**src/hw/rtl/cagc_pkg.sv**
```systemverilog
`timescale 1ns / 1ps
`default_nettype none
// ----------------------------------------------------------------------------
// cagc_pkg - shared types and constants of the card access gate controller
// Field widths, item and outcome codes, register map and reset values.
// ----------------------------------------------------------------------------
package cagc_pkg;

	// Field widths
	localparam int UID_W           = 56;
	localparam int UID_FIELD_BYTES = 7;
	localparam int LEN_W           = 3;
	localparam int TIME_W          = 16;
	localparam int OUTCOME_W       = 2;
	localparam int ADDR_W          = 4;
	localparam int DATA_W          = 32;
	localparam int REG_IDX_W       = 2;

	// Item kinds
	localparam logic CMD_TICK = 1'b0;
	localparam logic CMD_READ = 1'b1;

	// Card outcomes
	localparam logic [OUTCOME_W-1:0] OUTCOME_NONE     = 2'd0;
	localparam logic [OUTCOME_W-1:0] OUTCOME_ENROLLED = 2'd1;
	localparam logic [OUTCOME_W-1:0] OUTCOME_GRANTED  = 2'd2;
	localparam logic [OUTCOME_W-1:0] OUTCOME_DENIED   = 2'd3;

	// Register indexes (byte address is 4 * index)
	localparam logic [REG_IDX_W-1:0] REG_OPEN_TIME   = 2'd0;
	localparam logic [REG_IDX_W-1:0] REG_NOTICE_TIME = 2'd1;
	localparam logic [REG_IDX_W-1:0] REG_READ_GAP    = 2'd2;

	// Register reset values
	localparam logic [TIME_W-1:0] OPEN_TIME_RST   = 16'd3000;
	localparam logic [TIME_W-1:0] NOTICE_TIME_RST = 16'd2500;
	localparam logic [TIME_W-1:0] READ_GAP_RST    = 16'd800;

	// Configuration seen by the engine
	typedef struct packed {
		logic [TIME_W-1:0] open_time_ms;
		logic [TIME_W-1:0] notice_time_ms;
		logic [TIME_W-1:0] read_gap_ms;
	} cfg_t;

	// One result item
	typedef struct packed {
		logic                 gate_is_open;
		logic                 granted_notice;
		logic                 denied_notice;
		logic [OUTCOME_W-1:0] card_outcome;
	} result_t;

endpackage : cagc_pkg
`default_nettype wire

```
**src/hw/rtl/cagc_regs.sv**
```systemverilog
`timescale 1ns / 1ps
`default_nettype none
// ----------------------------------------------------------------------------
// cagc_regs - configuration register file
// APB-style access to the open time, notice time and read gap registers.
// ----------------------------------------------------------------------------
module cagc_regs (
	input  wire logic                       clk,
	input  wire logic                       arst_n,
	input  wire logic                       psel,
	input  wire logic                       penable,
	input  wire logic                       pwrite,
	input  wire logic [cagc_pkg::ADDR_W-1:0] paddr,
	input  wire logic [cagc_pkg::DATA_W-1:0] pwdata,
	output logic      [cagc_pkg::DATA_W-1:0] prdata,
	output logic                            pready,
	output cagc_pkg::cfg_t                  cfg
);
	import cagc_pkg::*;

	logic [TIME_W-1:0]    open_time_q;
	logic [TIME_W-1:0]    notice_time_q;
	logic [TIME_W-1:0]    read_gap_q;
	logic [REG_IDX_W-1:0] reg_idx;
	logic                 wr_en;

	assign pready  = 1'b1;
	assign reg_idx = paddr[ADDR_W-1:2];
	assign wr_en   = psel && penable && pwrite;

	// Write the addressed register; drop writes beyond the map
	always_ff @(posedge clk or negedge arst_n) begin
		if (!arst_n) begin
			open_time_q   <= OPEN_TIME_RST;
			notice_time_q <= NOTICE_TIME_RST;
			read_gap_q    <= READ_GAP_RST;
		end else if (wr_en) begin
			unique case (reg_idx)
				REG_OPEN_TIME:   open_time_q   <= pwdata[TIME_W-1:0];
				REG_NOTICE_TIME: notice_time_q <= pwdata[TIME_W-1:0];
				REG_READ_GAP:    read_gap_q    <= pwdata[TIME_W-1:0];
				default: ;
			endcase
		end
	end

	// Return the addressed register
	always_comb begin
		unique case (reg_idx)
			REG_OPEN_TIME:   prdata = DATA_W'(open_time_q);
			REG_NOTICE_TIME: prdata = DATA_W'(notice_time_q);
			REG_READ_GAP:    prdata = DATA_W'(read_gap_q);
			default:         prdata = '0;
		endcase
	end

	assign cfg.open_time_ms   = open_time_q;
	assign cfg.notice_time_ms = notice_time_q;
	assign cfg.read_gap_ms    = read_gap_q;

endmodule : cagc_regs
`default_nettype wire

```
**src/hw/rtl/cagc_engine.sv**
```systemverilog
`timescale 1ns / 1ps
`default_nettype none
// ----------------------------------------------------------------------------
// cagc_engine - gate, notice and enrollment state with its update logic
// Applies one registered item per fire pulse and presents the resulting flags.
// ----------------------------------------------------------------------------
module cagc_engine #(
	parameter int UID_BYTES = 7
) (
	input  wire logic                        clk,
	input  wire logic                        arst_n,
	input  wire logic                        fire,
	input  wire logic                        cmd,
	input  wire logic [cagc_pkg::UID_W-1:0]  card_uid,
	input  wire logic [cagc_pkg::LEN_W-1:0]  card_uid_len,
	input  cagc_pkg::cfg_t                   cfg,
	output cagc_pkg::result_t                result
);
	import cagc_pkg::*;

	// Bytes kept and compared: the configured count, never beyond the field
	localparam int STORE_BYTES = (UID_BYTES < UID_FIELD_BYTES) ? UID_BYTES : UID_FIELD_BYTES;
	localparam int STORE_W     = STORE_BYTES * 8;

	logic                 enrolled_q;
	logic [STORE_W-1:0]   enrolled_uid_q;
	logic [LEN_W-1:0]     enrolled_len_q;
	logic                 gate_open_q;
	logic [TIME_W-1:0]    open_elapsed_q;
	logic                 granted_q;
	logic                 denied_q;
	logic [TIME_W-1:0]    notice_elapsed_q;
	logic [TIME_W-1:0]    since_read_q;

	logic                 enrolled_d;
	logic [STORE_W-1:0]   enrolled_uid_d;
	logic [LEN_W-1:0]     enrolled_len_d;
	logic                 gate_open_d;
	logic [TIME_W-1:0]    open_elapsed_d;
	logic                 granted_d;
	logic                 denied_d;
	logic [TIME_W-1:0]    notice_elapsed_d;
	logic [TIME_W-1:0]    since_read_d;
	logic [OUTCOME_W-1:0] outcome_d;

	logic [TIME_W-1:0]    open_inc;
	logic [TIME_W-1:0]    notice_inc;
	logic [TIME_W-1:0]    since_inc;
	logic [STORE_W-1:0]   uid_masked;
	logic                 bytes_match;
	logic                 read_ok;

	// Saturating millisecond counters
	assign open_inc   = (open_elapsed_q == '1) ? open_elapsed_q : open_elapsed_q + TIME_W'(1);
	assign notice_inc = (notice_elapsed_q == '1) ? notice_elapsed_q
	                                              : notice_elapsed_q + TIME_W'(1);
	assign since_inc  = (since_read_q == '1) ? since_read_q : since_read_q + TIME_W'(1);

	// Keep only the bytes below the card length
	always_comb begin
		for (int i = 0; i < STORE_BYTES; i++) begin
			if (LEN_W'(i) < card_uid_len)
				uid_masked[i*8 +: 8] = card_uid[i*8 +: 8];
			else
				uid_masked[i*8 +: 8] = 8'h00;
		end
	end

	// Stored bytes above the enrolled length are zero, so one compare suffices
	assign bytes_match = (card_uid_len == enrolled_len_q) && (uid_masked == enrolled_uid_q);
	assign read_ok     = (since_read_q >= cfg.read_gap_ms);

	// Next state for the item in the input register
	always_comb begin
		enrolled_d       = enrolled_q;
		enrolled_uid_d   = enrolled_uid_q;
		enrolled_len_d   = enrolled_len_q;
		gate_open_d      = gate_open_q;
		open_elapsed_d   = open_elapsed_q;
		granted_d        = granted_q;
		denied_d         = denied_q;
		notice_elapsed_d = notice_elapsed_q;
		since_read_d     = since_read_q;
		outcome_d        = OUTCOME_NONE;

		if (cmd == CMD_TICK) begin
			since_read_d     = since_inc;
			open_elapsed_d   = open_inc;
			notice_elapsed_d = notice_inc;
			if (gate_open_q && (open_inc >= cfg.open_time_ms))
				gate_open_d = 1'b0;
			if ((granted_q || denied_q) && (notice_inc >= cfg.notice_time_ms)) begin
				granted_d = 1'b0;
				denied_d  = 1'b0;
			end
		end else if (read_ok) begin
			since_read_d = '0;
			if (!enrolled_q || bytes_match) begin
				// Enroll the first card, or grant a matching one
				if (!enrolled_q) begin
					enrolled_d     = 1'b1;
					enrolled_uid_d = uid_masked;
					enrolled_len_d = card_uid_len;
					outcome_d      = OUTCOME_ENROLLED;
				end else begin
					outcome_d      = OUTCOME_GRANTED;
				end
				gate_open_d      = 1'b1;
				open_elapsed_d   = '0;
				granted_d        = 1'b1;
				denied_d         = 1'b0;
				notice_elapsed_d = '0;
			end else begin
				denied_d         = 1'b1;
				granted_d        = 1'b0;
				notice_elapsed_d = '0;
				outcome_d        = OUTCOME_DENIED;
			end
		end
	end

	// Commit the state when the item moves on
	always_ff @(posedge clk or negedge arst_n) begin
		if (!arst_n) begin
			enrolled_q       <= 1'b0;
			enrolled_uid_q   <= '0;
			enrolled_len_q   <= '0;
			gate_open_q      <= 1'b0;
			open_elapsed_q   <= '0;
			granted_q        <= 1'b0;
			denied_q         <= 1'b0;
			notice_elapsed_q <= '0;
			since_read_q     <= '0;
		end else if (fire) begin
			enrolled_q       <= enrolled_d;
			enrolled_uid_q   <= enrolled_uid_d;
			enrolled_len_q   <= enrolled_len_d;
			gate_open_q      <= gate_open_d;
			open_elapsed_q   <= open_elapsed_d;
			granted_q        <= granted_d;
			denied_q         <= denied_d;
			notice_elapsed_q <= notice_elapsed_d;
			since_read_q     <= since_read_d;
		end
	end

	assign result.gate_is_open   = gate_open_d;
	assign result.granted_notice = granted_d;
	assign result.denied_notice  = denied_d;
	assign result.card_outcome   = outcome_d;

endmodule : cagc_engine
`default_nettype wire

```
**src/hw/rtl/card_access_gate_controller_core.sv**
```systemverilog
`timescale 1ns / 1ps
`default_nettype none
// ----------------------------------------------------------------------------
// card_access_gate_controller_core - card access gate controller
// Enrolls the first card, grants matching cards, denies others and times the
// gate and notices on millisecond ticks.
//
//   Channel  Direction  Handshake                  Payload
//   item     in         item_valid / item_stall    cmd, card_uid, card_uid_len
//   result   out        result_valid / result_stall gate_is_open, granted_notice,
//                                                  denied_notice, card_outcome
//   config   in         APB psel/penable/pwrite    paddr, pwdata, prdata
//
// One item per cycle while the result is not stalled; each item passes from the
// input register through the state update into the result register. The state
// registers update as the item leaves the input register. Reset clears the valid
// bits and engine state and loads the register defaults. A stalled result holds
// the result register; the input register then fills and stalls.
// ----------------------------------------------------------------------------
module card_access_gate_controller_core #(
	parameter int UID_BYTES = 7
) (
	input  wire logic                          clk,
	input  wire logic                          arst_n,
	// item channel
	input  wire logic                          item_valid,
	output logic                               item_stall,
	input  wire logic                          cmd,
	input  wire logic [cagc_pkg::UID_W-1:0]    card_uid,
	input  wire logic [cagc_pkg::LEN_W-1:0]    card_uid_len,
	// result channel
	output logic                               result_valid,
	input  wire logic                          result_stall,
	output logic                               gate_is_open,
	output logic                               granted_notice,
	output logic                               denied_notice,
	output logic [cagc_pkg::OUTCOME_W-1:0]     card_outcome,
	// configuration port
	input  wire logic                          psel,
	input  wire logic                          penable,
	input  wire logic                          pwrite,
	input  wire logic [cagc_pkg::ADDR_W-1:0]   paddr,
	input  wire logic [cagc_pkg::DATA_W-1:0]   pwdata,
	output logic      [cagc_pkg::DATA_W-1:0]   prdata,
	output logic                               pready
);
	import cagc_pkg::*;

	logic              valid_s1;
	logic              cmd_s1;
	logic [UID_W-1:0]  uid_s1;
	logic [LEN_W-1:0]  len_s1;
	logic              valid_s2;
	result_t           res_s2;
	result_t           res_next;
	cfg_t              cfg;
	logic              out_free;
	logic              advance;
	logic              load_s1;

	// Move the staged item when the result register can take it
	assign out_free   = !valid_s2 || !result_stall;
	assign advance    = valid_s1 && out_free;
	assign item_stall = valid_s1 && !out_free;
	assign load_s1    = item_valid && !item_stall;

	cagc_regs u_regs (
		.clk     (clk),
		.arst_n  (arst_n),
		.psel    (psel),
		.penable (penable),
		.pwrite  (pwrite),
		.paddr   (paddr),
		.pwdata  (pwdata),
		.prdata  (prdata),
		.pready  (pready),
		.cfg     (cfg)
	);

	cagc_engine #(
		.UID_BYTES (UID_BYTES)
	) u_engine (
		.clk          (clk),
		.arst_n       (arst_n),
		.fire         (advance),
		.cmd          (cmd_s1),
		.card_uid     (uid_s1),
		.card_uid_len (len_s1),
		.cfg          (cfg),
		.result       (res_next)
	);

	// Input register: valid bit
	always_ff @(posedge clk or negedge arst_n) begin
		if (!arst_n) begin
			valid_s1 <= 1'b0;
		end else if (load_s1) begin
			valid_s1 <= 1'b1;
		end else if (advance) begin
			valid_s1 <= 1'b0;
		end
	end

	// Input register: payload
	always_ff @(posedge clk) begin
		if (load_s1) begin
			cmd_s1 <= cmd;
			uid_s1 <= card_uid;
			len_s1 <= card_uid_len;
		end
	end

	// Result register: valid bit
	always_ff @(posedge clk or negedge arst_n) begin
		if (!arst_n) begin
			valid_s2 <= 1'b0;
		end else if (out_free) begin
			valid_s2 <= valid_s1;
		end
	end

	// Result register: payload
	always_ff @(posedge clk) begin
		if (advance) begin
			res_s2 <= res_next;
		end
	end

	assign result_valid   = valid_s2;
	assign gate_is_open   = res_s2.gate_is_open;
	assign granted_notice = res_s2.granted_notice;
	assign denied_notice  = res_s2.denied_notice;
	assign card_outcome   = res_s2.card_outcome;

endmodule : card_access_gate_controller_core
`default_nettype wire
```
**config.mk**
```make
export PLATFORM = sky130hd
export DESIGN_NAME = card_access_gate_controller_core
export DESIGN_NICKNAME = d
export VERILOG_FILES = /design/src/hw/rtl/cagc_pkg.sv /design/src/hw/rtl/cagc_regs.sv /design/src/hw/rtl/cagc_engine.sv /design/src/hw/rtl/card_access_gate_controller_core.sv
export SDC_FILE = /design/constraint.sdc
export NUM_CORES = 1
export LEC_CHECK = 0
export BUFFER_PORTS_ARGS = -buffer_cell sky130_fd_sc_hd__clkbuf_2
export CAP_MARGIN = 20
export CORE_UTILIZATION = 59
export DETAILED_ROUTE_END_ITERATION = 6
export GPL_TIMING_DRIVEN = 1
export PLACE_DENSITY = 0.81
export SETUP_SLACK_MARGIN = 0.05
export SLEW_MARGIN = 20
export SYNTH_ARGS = -nofsm -noshare
export SYNTH_HDL_FRONTEND = slang
export SYNTH_SLANG_ARGS = --single-unit
export TNS_END_PERCENT = 50
```
**constraint.sdc**
```tcl
create_clock -name clk -period 5.65 [get_ports clk]
set_input_delay 1.13 -clock clk [delete_from_list [all_inputs] [get_ports clk]]
set_output_delay 1.13 -clock clk [all_outputs]
set_load 0.01 [all_outputs]
```
==> impl_metrics.toml <==
[hold_path]
hold_path_class = "reg2reg"
holdPathEnd = "u_engine.enrolled_uid_q[39]"
holdPathStages = 2
hold_path.startpoint = "u_engine.enrolled_uid_q[39]"

[cts]
cts_resized = 0
cts_tree = "yes"
root_buffer = "clkbuf_16"
postCtsHoldBufs = 0
clkLatencyLatePin_ns = 0.52
numCtsBuffers = 24
cts_setup_buffers = 0
cts_max_path_buffers = 3
path_clk_slew_ns = 0.06
h-tree-depth = 1
cts.sinks = 226

[finish]
layout.cells.non_filler = 1608
final_cell_area_um2 = 13500
n_antenna_cell = 0
final_cell_mix = "nand2_1 (201), dfrtp_1 (146), o21ai_0 (140)"
drive_gt1_frac = 0.156
nets = 1479
syn_to_final_growth_pct = 12.7
final_common_cell = "nand2_1"

[yosys]
yosys.cell_types.count = 64
async_flop_share = 0.712
synthesis.instances = 1237
ys_seq_area_frac = 0.501
synth_area_um2 = 12000
syn_avg_cell_area_um2 = 9.68
synth_edf_count = 65
synthFlopType = "dfrtp_1"
synth_warnings = 0
synth-seq-cells = 226

[worst_setup_path]
crit_type = "reg2reg"
rr_worst_depth = 15
worstPathMaxFanout = 9
arrival_ns = 4.87
r2r_start = "u_engine.notice_elapsed_q[3]"
start_kind = "flip-flop"
worstReg2RegEnd = "u_engine.denied_q"
crit_required_ns = 6.07
worst_setup_path_end_kind = "flip-flop"
r2r_setup_slack_ns = 1.21

[grt]
grt_max_degree = 118
grt_usage = 0.269
overflow = 0
antenna_found_initial = 0
grt_pass1_vias = 8982
grt_pass1_wl_mm = 43.8

[sta]
setup_slack_ns = 1.21
max_freq_ghz = 0.225
skew_ns = 0.0128
setup_tns_ns = 0
hold_viol_final = 0
whs_ns = 0.499
setup_viol = 0
worst_pin_slew_ns = 1.07
period_share = 0.786
slew_headroom = 0.287
maxSlewViolCount = 0
period_minus_slack_ns = 4.44
grt_setup_unrepaired = "false"

[power_and_ir_drop]
leakage_uw = 0.00608
p_per_area_nw_per_um2 = 327
vdd_drop_max_mv = 0.249

[routing]
postRouteAntennaNets = 0
wl_met3_mm = 1.24
via_count = 9376
drcViolationCount = 0
drt-pass1-iter-count = 5
top_layer_used = "met4"
met1Wirelength_mm = 11.2
wl_per_cell_um = 16.7
drtIter0Drc = 530
met2_length_mm = 13.5
via_per_inst = 5.83
drt-total-wl_mm = 26.9

[placed_design]
hpwlAfterDp_mm = 19.1
dpl_cell_area_um2 = 12700
place_ws_ns = 1.34
post-place-cells = 1564
gp_congestion = 0.893
portBuffers = 107

[floorplan]
die_x_um = 144
start_util = 0.609
io_pins = 143
dieArea_um2 = 20900
chipHeight_um = 144
num_rows = 51
coreArea_um2 = 19700

[flow_run]
drv_cap = 0

[run_status]
status = "finished, final reports clean"
==> flip-flops by register name, indices dropped and copies added (netlist names), 2 cells and up <==
| register | count |
|---|---|
| u_engine.enrolled_uid_q | 56 |
| uid_s1 | 56 |
| u_engine.notice_elapsed_q | 16 |
| u_engine.open_elapsed_q | 16 |
| u_engine.since_read_q | 16 |
| u_regs.notice_time_q | 16 |
| u_regs.open_time_q | 16 |
| u_regs.read_gap_q | 16 |
| len_s1 | 3 |
| u_engine.enrolled_len_q | 3 |
| card_outcome | 2 |
==> layer usage <==
metal  global-route usage  vias to the layer above
li1                     -                     4523
met1                0.334                     4494
met2                0.478                      287
met3               0.0387                       72
met4               0.0970                        0
met5                    0                        -
==> power by group <==
group	switching, µW	internal, µW
logic	437	327
registers	163	1870
clock network	641	967
total	1240	3170
==> synthesized netlist by cell type (9+ instances only) <==
cell	n	area [µm²]
nand2_1	201	754
dfrtp_1	146	3650
o21ai_0	140	701
inv_1	71	267
edfxtp_1	65	1950
nor2_1	62	233
ha_1	51	638
clkbuf_1	50	188
nand3_1	37	185
a21oi_1	30	150
xor2_1	26	228
mux2_2	23	259
nor2b_1	21	131
nand4_1	20	125
xnor2_1	19	166
buf_4	17	128
nand2b_1	17	106
mux2i_1	16	160
nor3_1	16	80.1
o31ai_1	16	120
or4_1	16	120
dfstp_2	15	394
and3_1	13	81.3
o211ai_1	12	90.1
a21o_1	11	82.6
a211oi_1	9	67.6
==> cell families (layout without fill, tap and decap cells) <==
group / count (synthesis) / count (layout) / share of synthesized area
fa+ha+maj: 51 / 51 / 0.0533
other cells: 2 / 17 / 0.000627
simple gates: 446 / 446 / 0.178
flops: 226 / 226 / 0.501
xor+xnor: 45 / 45 / 0.0329
mux: 39 / 39 / 0.0350
compound gates: 283 / 283 / 0.147
buf+inv: 145 / 236 / 0.0520
==> how the worst max path moves through the flow <==
stage / start / endpoint / cells past startpoint
6_report: u_engine.notice_elapsed_q[3] / u_engine.denied_q / 15
3_3_place_gp: u_engine.notice_elapsed_q[3] / u_engine.denied_q / 15
5_1_grt: u_engine.notice_elapsed_q[3] / u_engine.denied_q / 15
4_1_cts: u_engine.notice_elapsed_q[3] / u_engine.denied_q / 15
3_5_place_dp: u_engine.notice_elapsed_q[3] / u_engine.denied_q / 15
2_1_floorplan: u_engine.notice_elapsed_q[3] / u_engine.denied_q / 16
==> worst max-delay path, cell delays in order, from the launching register on <==
cell and delay (ns):
dfrtp_1 0.49, and4_1 0.29, nand4_1 0.25, nor4_1 0.35, buf_4 0.20, nor2b_1 0.13, xor2_1 0.18, ha_1 0.32
nor4_1 0.33, nor3_1 0.09, a21o_1 0.19, a211o_1 0.31, a2111oi_0 0.82, o21bai_1 0.24, nand2_1 0.07, o21ai_0 0.08
==> through the flow <==
stage	util	total power (µW)
after CTS	0.686	4430
final	0.686	4410
after global placement	0.645	2770
after floorplan	-	2550
after global routing	0.686	4620
after detailed placement	0.645	2820
==> final cells by class <==
| class | instances | area [µm²] |
|---|---|---|
| clock inverter | 9 | 101 |
| sequential | 226 | 6000 |
| inverter | 71 | 267 |
| fill | 1554 | 6160 |
| tap | 265 | 332 |
| multi-input combinational | 881 | 5430 |
| clock buffer | 35 | 713 |
| timing repair buffer | 121 | 647 |
Power figures use the tool's default switching activity.
